--- src/cprt_pkg.sv ---
`default_nettype none
// ----------------------------------------------------------------------------
// cprt_pkg
// Shared types and codes for the CAN pair receive table.
// ----------------------------------------------------------------------------
package cprt_pkg;

    // item function codes
    localparam logic [1:0] FN_FRAME = 2'd0;
    localparam logic [1:0] FN_POLL  = 2'd1;
    localparam logic [1:0] FN_READ  = 2'd2;

    // configuration register indexes
    localparam logic REG_MAX_INDEX = 1'b0;
    localparam logic REG_DEFERRED  = 1'b1;

    // low bits of the CAN id that name the sending board
    localparam logic [4:0] SENDER_MASK = 5'b11111;

    typedef enum logic [3:0] {
        S_CLEAR,
        S_IDLE,
        S_DISPATCH,
        S_FRAME,
        S_PUSHV,
        S_RD_WAIT,
        S_D_RDV,
        S_D_WR,
        S_RESP
    } cprt_state_t;

    typedef struct packed {
        logic push;
        logic pop;
    } ring_ctrl_t;

endpackage
`default_nettype wire

--- src/cprt_ring.sv ---
`default_nettype none
// ----------------------------------------------------------------------------
// cprt_ring
// Word ring for deferred pairs: one write and one read per cycle, registered
// read data, head/tail pointers and a word count.
// ----------------------------------------------------------------------------
module cprt_ring
    import cprt_pkg::*;
#(
    parameter int RING_WORDS = 64
)
(
    input  wire logic                               clk,
    input  wire logic                               rst_n,
    input  wire ring_ctrl_t                         ctrl,
    input  wire logic [15:0]                        wr_data,
    output logic [15:0]                             rd_data,
    output logic [$clog2(RING_WORDS + 1) - 1:0]     count
);

    localparam int RING_AW = $clog2(RING_WORDS);
    localparam int RING_CW = $clog2(RING_WORDS + 1);
    localparam logic [RING_AW-1:0] PTR_LAST = RING_AW'(RING_WORDS - 1);

    logic [15:0]        mem [RING_WORDS];
    logic [15:0]        rd_data_reg;
    logic [RING_AW-1:0] head_reg;
    logic [RING_AW-1:0] head_next;
    logic [RING_AW-1:0] tail_reg;
    logic [RING_AW-1:0] tail_next;
    logic [RING_CW-1:0] count_reg;
    logic [RING_CW-1:0] count_next;

    always_comb
    begin
        head_next  = head_reg;
        tail_next  = tail_reg;
        count_next = count_reg;
        if (ctrl.push)
        begin
            head_next = (head_reg == PTR_LAST) ? '0 : head_reg + 1'b1;
        end
        if (ctrl.pop)
        begin
            tail_next = (tail_reg == PTR_LAST) ? '0 : tail_reg + 1'b1;
        end
        if (ctrl.push && !ctrl.pop)
        begin
            count_next = count_reg + 1'b1;
        end
        else if (ctrl.pop && !ctrl.push)
        begin
            count_next = count_reg - 1'b1;
        end
    end

    always_ff @(posedge clk or negedge rst_n)
    begin
        if (!rst_n)
        begin
            head_reg  <= '0;
            tail_reg  <= '0;
            count_reg <= '0;
        end
        else
        begin
            head_reg  <= head_next;
            tail_reg  <= tail_next;
            count_reg <= count_next;
        end
    end

    always_ff @(posedge clk)
    begin
        if (ctrl.push)
        begin
            mem[head_reg] <= wr_data;
        end
        if (ctrl.pop)
        begin
            rd_data_reg <= mem[tail_reg];
        end
    end

    assign rd_data = rd_data_reg;
    assign count   = count_reg;

endmodule
`default_nettype wire

--- src/can_pair_receive_table.sv ---
`default_nettype none
// ----------------------------------------------------------------------------
// can_pair_receive_table
// Receive side of a CAN index/value pair transfer with a 16-bit value table.
//
// Input channel (in_valid/in_stall) carries one item: a frame arrival, a
// poll or a table read. Output channel (out_valid/out_stall) returns exactly
// one result per item from an output register, so the next item is taken
// while a result still waits; the block works on one item at a time.
// Steps, accept to result valid:
//   read  : one table read (registered data), then the result
//   frame : one step per pair slot (sender and the two pairs); in deferred
//           mode each queued pair also takes a step for its value word
//   poll  : in deferred mode, drains queued pairs (one ring word read per cycle)
// Config writes (cfg_we/cfg_index/cfg_data) are taken at any edge.
// After reset the table is cleared, one entry per cycle; in_stall stays high
// meanwhile. A stalled receiver holds the result in the output register; the
// next item is still taken and then waits, in_stall high, until it is free.
// ----------------------------------------------------------------------------
module can_pair_receive_table
    import cprt_pkg::*;
#(
    parameter int TABLE_ENTRIES    = 64,
    parameter int RING_WORDS       = 64,
    parameter int LAST_BOARD_INDEX = 3
)
(
    input  wire logic        clk,
    input  wire logic        rst_n,

    input  wire logic        cfg_we,
    input  wire logic        cfg_index,
    input  wire logic [6:0]  cfg_data,

    input  wire logic        in_valid,
    output logic             in_stall,
    input  wire logic [1:0]  func,
    input  wire logic [3:0]  frame_length,
    input  wire logic [10:0] frame_id,
    input  wire logic [15:0] first_index,
    input  wire logic [15:0] first_value,
    input  wire logic [15:0] second_index,
    input  wire logic [15:0] second_value,
    input  wire logic [5:0]  read_index,

    output logic             out_valid,
    input  wire logic        out_stall,
    output logic             new_data,
    output logic [15:0]      read_value,
    output logic             ring_overflow
);

    localparam int TAB_AW  = $clog2(TABLE_ENTRIES);
    localparam int RING_CW = $clog2(RING_WORDS + 1);
    localparam logic [15:0]        TAB_LIMIT  = 16'(TABLE_ENTRIES);
    localparam logic [15:0]        LB_IDX     = 16'(LAST_BOARD_INDEX);
    localparam logic [TAB_AW-1:0]  CLR_LAST   = TAB_AW'(TABLE_ENTRIES - 1);
    localparam logic [RING_CW-1:0] RING_LIMIT = RING_CW'(RING_WORDS - 3);

    // configuration
    logic [6:0] max_index_reg;
    logic       deferred_reg;

    // fsm and working state
    cprt_state_t       state_reg, state_next;
    logic [TAB_AW-1:0] clr_reg, clr_next;
    logic [1:0]        slot_reg, slot_next;
    logic [15:0]       daddr_reg, daddr_next;
    logic              flag_reg, flag_next;
    logic              nd_res_reg, nd_res_next;
    logic [15:0]       rv_res_reg, rv_res_next;
    logic              ovf_res_reg, ovf_res_next;

    // output register
    logic        out_valid_reg, out_valid_next;
    logic        new_data_reg, new_data_next;
    logic [15:0] read_value_reg, read_value_next;
    logic        ring_overflow_reg, ring_overflow_next;

    // captured item
    logic [1:0]  func_reg;
    logic        two_reg;
    logic [4:0]  sender_reg;
    logic [15:0] i0_reg, v0_reg, i1_reg, v1_reg;
    logic [15:0] ridx_reg;

    // value table
    logic [15:0]       tab_mem [TABLE_ENTRIES];
    logic              tab_we;
    logic [TAB_AW-1:0] tab_waddr;
    logic [15:0]       tab_wdata;
    logic              tab_re;
    logic [15:0]       tab_rdata_reg;

    // ring
    ring_ctrl_t          ring_ctrl;
    logic [15:0]         ring_wdata;
    logic [15:0]         ring_rdata;
    logic [RING_CW-1:0]  ring_count;

    logic        in_xfer;
    logic        ok0, ok1;
    logic        cur_en;
    logic [15:0] cur_idx, cur_val;
    logic        slot_last;
    logic        ring_room;
    logic        resp_load;
    logic        ridx_ok;

    cprt_ring #(
        .RING_WORDS (RING_WORDS)
    ) u_ring (
        .clk     (clk),
        .rst_n   (rst_n),
        .ctrl    (ring_ctrl),
        .wr_data (ring_wdata),
        .rd_data (ring_rdata),
        .count   (ring_count)
    );

    assign in_stall = (state_reg != S_IDLE);
    assign in_xfer  = in_valid && !in_stall;

    assign ok0 = (i0_reg < {9'd0, max_index_reg}) && (i0_reg < TAB_LIMIT);
    assign ok1 = two_reg && (i1_reg < {9'd0, max_index_reg}) && (i1_reg < TAB_LIMIT);

    // instant mode writes the sender entry first; deferred queues it last
    always_comb
    begin
        cur_en  = 1'b0;
        cur_idx = LB_IDX;
        cur_val = {11'd0, sender_reg};
        case (slot_reg)
            2'd0:
            begin
                if (deferred_reg)
                begin
                    cur_en  = ok0;
                    cur_idx = i0_reg;
                    cur_val = v0_reg;
                end
                else
                begin
                    cur_en = 1'b1;
                end
            end
            2'd1:
            begin
                cur_en  = deferred_reg ? ok1 : ok0;
                cur_idx = deferred_reg ? i1_reg : i0_reg;
                cur_val = deferred_reg ? v1_reg : v0_reg;
            end
            2'd2:
            begin
                cur_en  = deferred_reg ? 1'b1 : ok1;
                cur_idx = deferred_reg ? LB_IDX : i1_reg;
                cur_val = deferred_reg ? {11'd0, sender_reg} : v1_reg;
            end
            default:
            begin
                cur_en = 1'b0;
            end
        endcase
    end

    assign slot_last = (slot_reg == 2'd2);
    assign ring_room = (ring_count < RING_LIMIT);
    assign resp_load = !out_valid_reg || !out_stall;
    assign ridx_ok   = (ridx_reg < TAB_LIMIT);

    // next state
    always_comb
    begin
        state_next = state_reg;
        case (state_reg)
            S_CLEAR:
            begin
                if (clr_reg == CLR_LAST)
                begin
                    state_next = S_IDLE;
                end
            end
            S_IDLE:
            begin
                if (in_xfer)
                begin
                    state_next = S_DISPATCH;
                end
            end
            S_DISPATCH:
            begin
                case (func_reg)
                    FN_FRAME:
                    begin
                        state_next = S_FRAME;
                    end
                    FN_POLL:
                    begin
                        if (flag_reg && deferred_reg && (ring_count != '0))
                        begin
                            state_next = S_D_RDV;
                        end
                        else
                        begin
                            state_next = S_RESP;
                        end
                    end
                    FN_READ:
                    begin
                        state_next = S_RD_WAIT;
                    end
                    default:
                    begin
                        state_next = S_RESP;
                    end
                endcase
            end
            S_FRAME:
            begin
                if (deferred_reg && cur_en && ring_room)
                begin
                    state_next = S_PUSHV;
                end
                else if (slot_last)
                begin
                    state_next = S_RESP;
                end
            end
            S_PUSHV:
            begin
                state_next = slot_last ? S_RESP : S_FRAME;
            end
            S_RD_WAIT:
            begin
                state_next = S_RESP;
            end
            S_D_RDV:
            begin
                state_next = S_D_WR;
            end
            S_D_WR:
            begin
                state_next = (ring_count != '0) ? S_D_RDV : S_RESP;
            end
            S_RESP:
            begin
                if (resp_load)
                begin
                    state_next = S_IDLE;
                end
            end
            default:
            begin
                state_next = S_IDLE;
            end
        endcase
    end

    // datapath controls and register updates
    always_comb
    begin
        tab_we             = 1'b0;
        tab_waddr          = clr_reg;
        tab_wdata          = '0;
        tab_re             = 1'b0;
        ring_ctrl          = '0;
        ring_wdata         = cur_idx;
        clr_next           = clr_reg;
        slot_next          = slot_reg;
        daddr_next         = daddr_reg;
        flag_next          = flag_reg;
        nd_res_next        = nd_res_reg;
        rv_res_next        = rv_res_reg;
        ovf_res_next       = ovf_res_reg;
        out_valid_next     = out_valid_reg;
        new_data_next      = new_data_reg;
        read_value_next    = read_value_reg;
        ring_overflow_next = ring_overflow_reg;

        if (out_valid_reg && !out_stall)
        begin
            out_valid_next = 1'b0;
        end

        case (state_reg)
            S_CLEAR:
            begin
                tab_we   = 1'b1;
                clr_next = clr_reg + 1'b1;
            end
            S_DISPATCH:
            begin
                slot_next    = 2'd0;
                nd_res_next  = 1'b0;
                rv_res_next  = '0;
                ovf_res_next = 1'b0;
                case (func_reg)
                    FN_FRAME:
                    begin
                        flag_next = 1'b1;
                    end
                    FN_POLL:
                    begin
                        if (flag_reg)
                        begin
                            flag_next = 1'b0;
                            if (!deferred_reg)
                            begin
                                nd_res_next = 1'b1;
                            end
                            else if (ring_count != '0)
                            begin
                                nd_res_next   = 1'b1;
                                ring_ctrl.pop = 1'b1;
                            end
                        end
                    end
                    FN_READ:
                    begin
                        tab_re = 1'b1;
                    end
                    default:
                    begin
                        tab_re = 1'b0;
                    end
                endcase
            end
            S_FRAME:
            begin
                tab_waddr = cur_idx[TAB_AW-1:0];
                tab_wdata = cur_val;
                if (!deferred_reg)
                begin
                    tab_we    = cur_en && (cur_idx < TAB_LIMIT);
                    slot_next = slot_reg + 1'b1;
                end
                else if (cur_en && ring_room)
                begin
                    ring_ctrl.push = 1'b1;
                    ring_wdata     = cur_idx;
                end
                else
                begin
                    // no ring room or pair not valid: pair is dropped, overflow only if no room
                    if (cur_en)
                    begin
                        ovf_res_next = 1'b1;
                    end
                    slot_next = slot_reg + 1'b1;
                end
            end
            S_PUSHV:
            begin
                ring_ctrl.push = 1'b1;
                ring_wdata     = cur_val;
                slot_next      = slot_reg + 1'b1;
            end
            S_RD_WAIT:
            begin
                rv_res_next = ridx_ok ? tab_rdata_reg : 16'd0;
            end
            S_D_RDV:
            begin
                daddr_next    = ring_rdata;
                ring_ctrl.pop = 1'b1;
            end
            S_D_WR:
            begin
                tab_waddr = daddr_reg[TAB_AW-1:0];
                tab_wdata = ring_rdata;
                tab_we    = (daddr_reg < TAB_LIMIT);
                if (ring_count != '0)
                begin
                    ring_ctrl.pop = 1'b1;
                end
            end
            S_RESP:
            begin
                if (resp_load)
                begin
                    out_valid_next     = 1'b1;
                    new_data_next      = nd_res_reg;
                    read_value_next    = rv_res_reg;
                    ring_overflow_next = ovf_res_reg;
                end
            end
            default:
            begin
                tab_we = 1'b0;
            end
        endcase
    end

    always_ff @(posedge clk or negedge rst_n)
    begin
        if (!rst_n)
        begin
            max_index_reg <= '0;
            deferred_reg  <= 1'b0;
            state_reg     <= S_CLEAR;
            clr_reg       <= '0;
            slot_reg      <= '0;
            flag_reg      <= 1'b0;
            out_valid_reg <= 1'b0;
        end
        else
        begin
            if (cfg_we && (cfg_index == REG_MAX_INDEX))
            begin
                max_index_reg <= cfg_data;
            end
            if (cfg_we && (cfg_index == REG_DEFERRED))
            begin
                deferred_reg <= cfg_data[0];
            end
            state_reg     <= state_next;
            clr_reg       <= clr_next;
            slot_reg      <= slot_next;
            flag_reg      <= flag_next;
            out_valid_reg <= out_valid_next;
        end
    end

    always_ff @(posedge clk)
    begin
        daddr_reg         <= daddr_next;
        nd_res_reg        <= nd_res_next;
        rv_res_reg        <= rv_res_next;
        ovf_res_reg       <= ovf_res_next;
        new_data_reg      <= new_data_next;
        read_value_reg    <= read_value_next;
        ring_overflow_reg <= ring_overflow_next;
        if (in_xfer)
        begin
            func_reg   <= func;
            two_reg    <= (frame_length >= 4'd8);
            sender_reg <= frame_id[4:0] & SENDER_MASK;
            i0_reg     <= first_index;
            v0_reg     <= first_value;
            i1_reg     <= second_index;
            v1_reg     <= second_value;
            ridx_reg   <= {10'd0, read_index};
        end
    end

    always_ff @(posedge clk)
    begin
        if (tab_we)
        begin
            tab_mem[tab_waddr] <= tab_wdata;
        end
        if (tab_re)
        begin
            tab_rdata_reg <= tab_mem[ridx_reg[TAB_AW-1:0]];
        end
    end

    assign out_valid     = out_valid_reg;
    assign new_data      = new_data_reg;
    assign read_value    = read_value_reg;
    assign ring_overflow = ring_overflow_reg;

endmodule
`default_nettype wire
--- config.mk ---
export PLATFORM = sky130hd
export DESIGN_NAME = can_pair_receive_table
export DESIGN_NICKNAME = d
export VERILOG_FILES = /design/src/cprt_pkg.sv /design/src/cprt_ring.sv /design/src/can_pair_receive_table.sv
export SDC_FILE = /design/constraint.sdc
export NUM_CORES = 2
export LEC_CHECK = 0
export BUFFER_PORTS_ARGS = -buffer_cell sky130_fd_sc_hd__buf_2
export CAP_MARGIN = 20
export CORE_ASPECT_RATIO = 0.7
export CORE_UTILIZATION = 40
export CTS_CLUSTER_DIAMETER = 60
export CTS_CLUSTER_SIZE = 10
export DETAILED_ROUTE_END_ITERATION = 16
export GPL_ROUTABILITY_DRIVEN = 0
export HOLD_SLACK_MARGIN = 0.02
export SETUP_SLACK_MARGIN = 0.5
export SLEW_MARGIN = 20
export SYNTH_ARGS = -nofsm -noshare
export SYNTH_HDL_FRONTEND = slang
export SYNTH_SLANG_ARGS = --single-unit
--- constraint.sdc ---
create_clock -name clk -period 6.2 [get_ports clk]
set_input_delay 0.31 -clock clk [delete_from_list [all_inputs] [get_ports clk]]
set_output_delay 0.31 -clock clk [all_outputs]
set_load 0.005 [all_outputs]
==> results by group <==
Outcome
  – Outcome: completed

Synth
  – Sequential fraction of the synthesis area: roughly 77%
  – Seq cells post-synth: 2,251
  – Syn avg cell area: 22.49 um2
  – Post-synth EDFFs: 2,210
  – Post-synth net total: between 4,000 and 5,000
  – Synth async-reset ratio: approximately 1.8%
  – Top FF cell, synth: edfxtp_1
  – Area of the mapped netlist: 87,330 um2
  – Mapped Cells: approximately 3,900
  – Distinct cells, synth: 69
  – Syn. warnings: 0

Floorplan
  – Die Y: 392.9 um
  – Die X: 560.5 um
  – Rows: 143
  – Core area: 217,000 um2
  – DIE AREA: 220,200 um2
  – Initial Util: 40.24%
  – IO Count: 120

Clock tree
  – Clock root buffer: clkbuf_16
  – Setup bufs post-CTS: 0
  – Clock Latency Late Sink: 820 ps
  – Worst-path clk slew: 60 ps
  – Num CTS Buffers: between 200 and 300
  – CTS Sinks: 2,251
  – CTS max path bufs: 4
  – H-tree depth: 5
  – CTS tree: yes

Power
  – VDD IR max: 0.3519 mV
  – Power per cell area: around 420 nW/um2
  – Leak: 0.03174 uW

Timing
  – Min Hold Slack: 175.9 ps
  – Tcrit/Tclk final: ~79%
  – Endpoints failing hold: 0
  – Clock skew: 55.82 ps
  – Period minus WS final: 4912 ps
  – Slew margin rel.: about a fifth
  – Setup TNS: 0 ps
  – Max Freq: 203.6 MHz
  – Slew Viols, Final: 0
  – Setup violators final: 0
  – Worst Max-Slew Pin Slew: roughly 1200 ps
  – RSZ-0062 raised after global routing: false

Routing
  – Total Wirelength: between 200,000 and 250,000 um
  – Drt pass-1 iters: 5
  – Vias/cell: 5.801
  – Detailed Route Iter0 Violations: 5,688
  – Via count: 42,211
  – ANT nets after route: 0
  – Residual DRC: 0
  – Drt wl/cell: 30.02 um

Global route
  – Total grt overflow: 0
  – Number of global-route vias before repair: 42,384
  – Initial antenna violation count: 25
  – Global-route met1 utilization: 29.89%
  – Met2 Track Usage GR: 28.23%
  – M3 GR Usage: 5.029%
  – GRT Overall Usage: 19.79%
  – GR peak layer: met1
  – Largest net degree at the start of global routing: 80
  – First-pass GRT wire length: 310,400 um

Worst setup path
  – CP peak stage delay: 500 ps
  – Startpoint class of the critical path: flip-flop
  – Crit-path leading delay family: compound AO/OA/AOI/OAI gates
  – Nature of the critical path endpoint: flip-flop
  – CP most frequent cell: a21oi_1
  – CP Class: flip-flop to flip-flop
  – Crit-path max FO: 42
  – Number of cells on the critical path: 18
  – Required time of the worst setup path: approximately 6900 ps
  – R2R depth: 18
  – Critical path cell sequence: inv_1 > ha_2 > buf_4 > a21oi_1 > o31ai_1 > a31o_2 > nor2_4 > inv_2 > ha_1 > inv_1 > fa_1 > a21o_1 > a21oi_1 > o21bai_1 > a21oi_1 > xnor2_1 > nor2_1 > xor2_1
  – CP max-delay cell: ha_2
  – Worst path buffer plus inverter count: 4
  – Worst EP arrival: 5620 ps

Final layout
  – Number of fill cells: 17,717
  – Syn-to-layout area delta: 15.52%
  – Layout Cells excl Fill: ~7,300
  – Layout cells sized above 1: 31.19%
  – Fin util: a little under half
  – Biggest regs: tab_mem x1024, u_ring.mem x1024
  – Final Net Count: 4,435
  – Design area: just over 100,000 um2

Job
  – Max-cap violations: 0

Place
  – Port bufs: 110
  – Dpl cells: 6,844
  – DPL Wire Length: 132,700 um
  – DP Area: 92,550 um2

Min path
  – Hold Crit Class: primary input to async pin
[through the flow]
step                power [uW]  worst slack, ps
detailed placement       28730             1370
global route             43690             1027
CTS                      42560             1384
global placement         28520             1438
floorplan                25050             1213
finish                   42260             1288
[synth_stat cells, types with 9 or more instances]
cell | number | share of area (%)
edfxtp_1 | 2210 | 76
nand3_1 | 11 | 0.063
buf_2 | 56 | 0.32
ha_1 | 25 | 0.36
clkbuf_1 | 117 | 0.50
dfrtp_1 | 41 | 1.2
o21ai_0 | 32 | 0.18
a22oi_1 | 97 | 0.83
a21oi_1 | 63 | 0.36
nand2_1 | 114 | 0.49
nor2b_1 | 15 | 0.11
mux4_2 | 640 | 17
nor2_1 | 178 | 0.77
and3_1 | 20 | 0.14
buf_1 | 33 | 0.14
xnor2_1 | 12 | 0.12
buf_4 | 9 | 0.077
inv_1 | 17 | 0.073
nor3_1 | 23 | 0.13
a221oi_1 | 40 | 0.40
[cells in the final DEF (no fill, tap or decap), drive strengths merged, types with 8 or more instances in the layout]
cell type,count
nor4,9
clkinv,9
nand4,9
mux2,8
a22oi,97
ha,25
inv,27
clkbuf,312
nor2,180
xnor2,12
dfrtp,41
edfxtp,2210
nand3,11
buf,280
mux4,640
a221oi,40
nor2b,15
and3,20
o21ai,37
dlygate4sd3,90
a21oi,65
nor3,23
nand2,115
[final timing paths]
path | startpoint | end | slack, ps
worst max-delay path | slot_reg[1] | u_ring.count[6] | 1290
worst min-delay path | rst_n | u_ring.head_reg[2] | 180
worst max register to register | slot_reg[1] | u_ring.count[6] | 1290
worst min register to register | rv_res_reg[3] | read_value[3] | 420
max in group asynchronous | rst_n | u_ring.tail_reg[3] | 5460
min in group clk | cfg_we | max_index_reg[2] | 190
[power breakdown]
group	switching (uW)	total [uW]	internal, uW
logic	5920	9210	3290
registers	422	19200	18800
clock network	5750	13800	8060
total	12100	42300	30200
[routing by layer]
layer | share of wire (%) | vias to the layer above | wire length (um)
met3 | 9.7 | 332 | 21150
met2 | 43 | 1908 | 94330
li1 | - | 17289 | -
met1 | 44 | 22676 | 96650
met4 | 2.8 | 6 | 6215
met5 | 0.046 | - | 100
[worst register-to-register path: stages, from the launching register on]
cell,delay [ps]
dfrtp_1,420
inv_1,100
ha_2,500
buf_4,500
a21oi_1,180
o31ai_1,460
a31o_2,500
nor2_4,150
inv_2,140
ha_1,200
inv_1,140
fa_1,430
a21o_1,180
a21oi_1,240
o21bai_1,110
a21oi_1,210
xnor2_1,140
nor2_1,70
xor2_1,150
[cell type report]
cell class | count | area, um2 | share of cell area (%)
antenna | 7 | 17.52 | 0.01736
timing repair buffer | 370 | 2950 | 2.925
clock inverter | 21 | 286.5 | 0.2840
multi-input combinational | 1397 | 19470 | 19.30
tap | 2900 | 3628 | 3.597
inverter | 19 | 71.32 | 0.07070
clock buffer | 312 | 7052 | 6.990
sequential | 2251 | 67410 | 66.82
[repair_timing]
action                    CTS  global route
hold endpoints to repair  138             0
hold buffers               90             0
resized for setup           0             0
[kinds of logic (layout without fill, tap and decap cells)]
family                   after synthesis  count (layout)  share of synthesized area [%]
AND/OR/NAND/NOR                      412             412                          2.178
flip-flops                          2251            2251                          77.17
buffers and inverters                235             722                          1.138
multiplexers                         653             653                          16.67
AO/OA/AOI/OAI                        290             290                          2.308
XOR/XNOR                              16              16                         0.1605
other                                  0               7                              0
adder cells (fa/ha/maj)               26              26                         0.3811
Power figures use the tool's default switching activity.
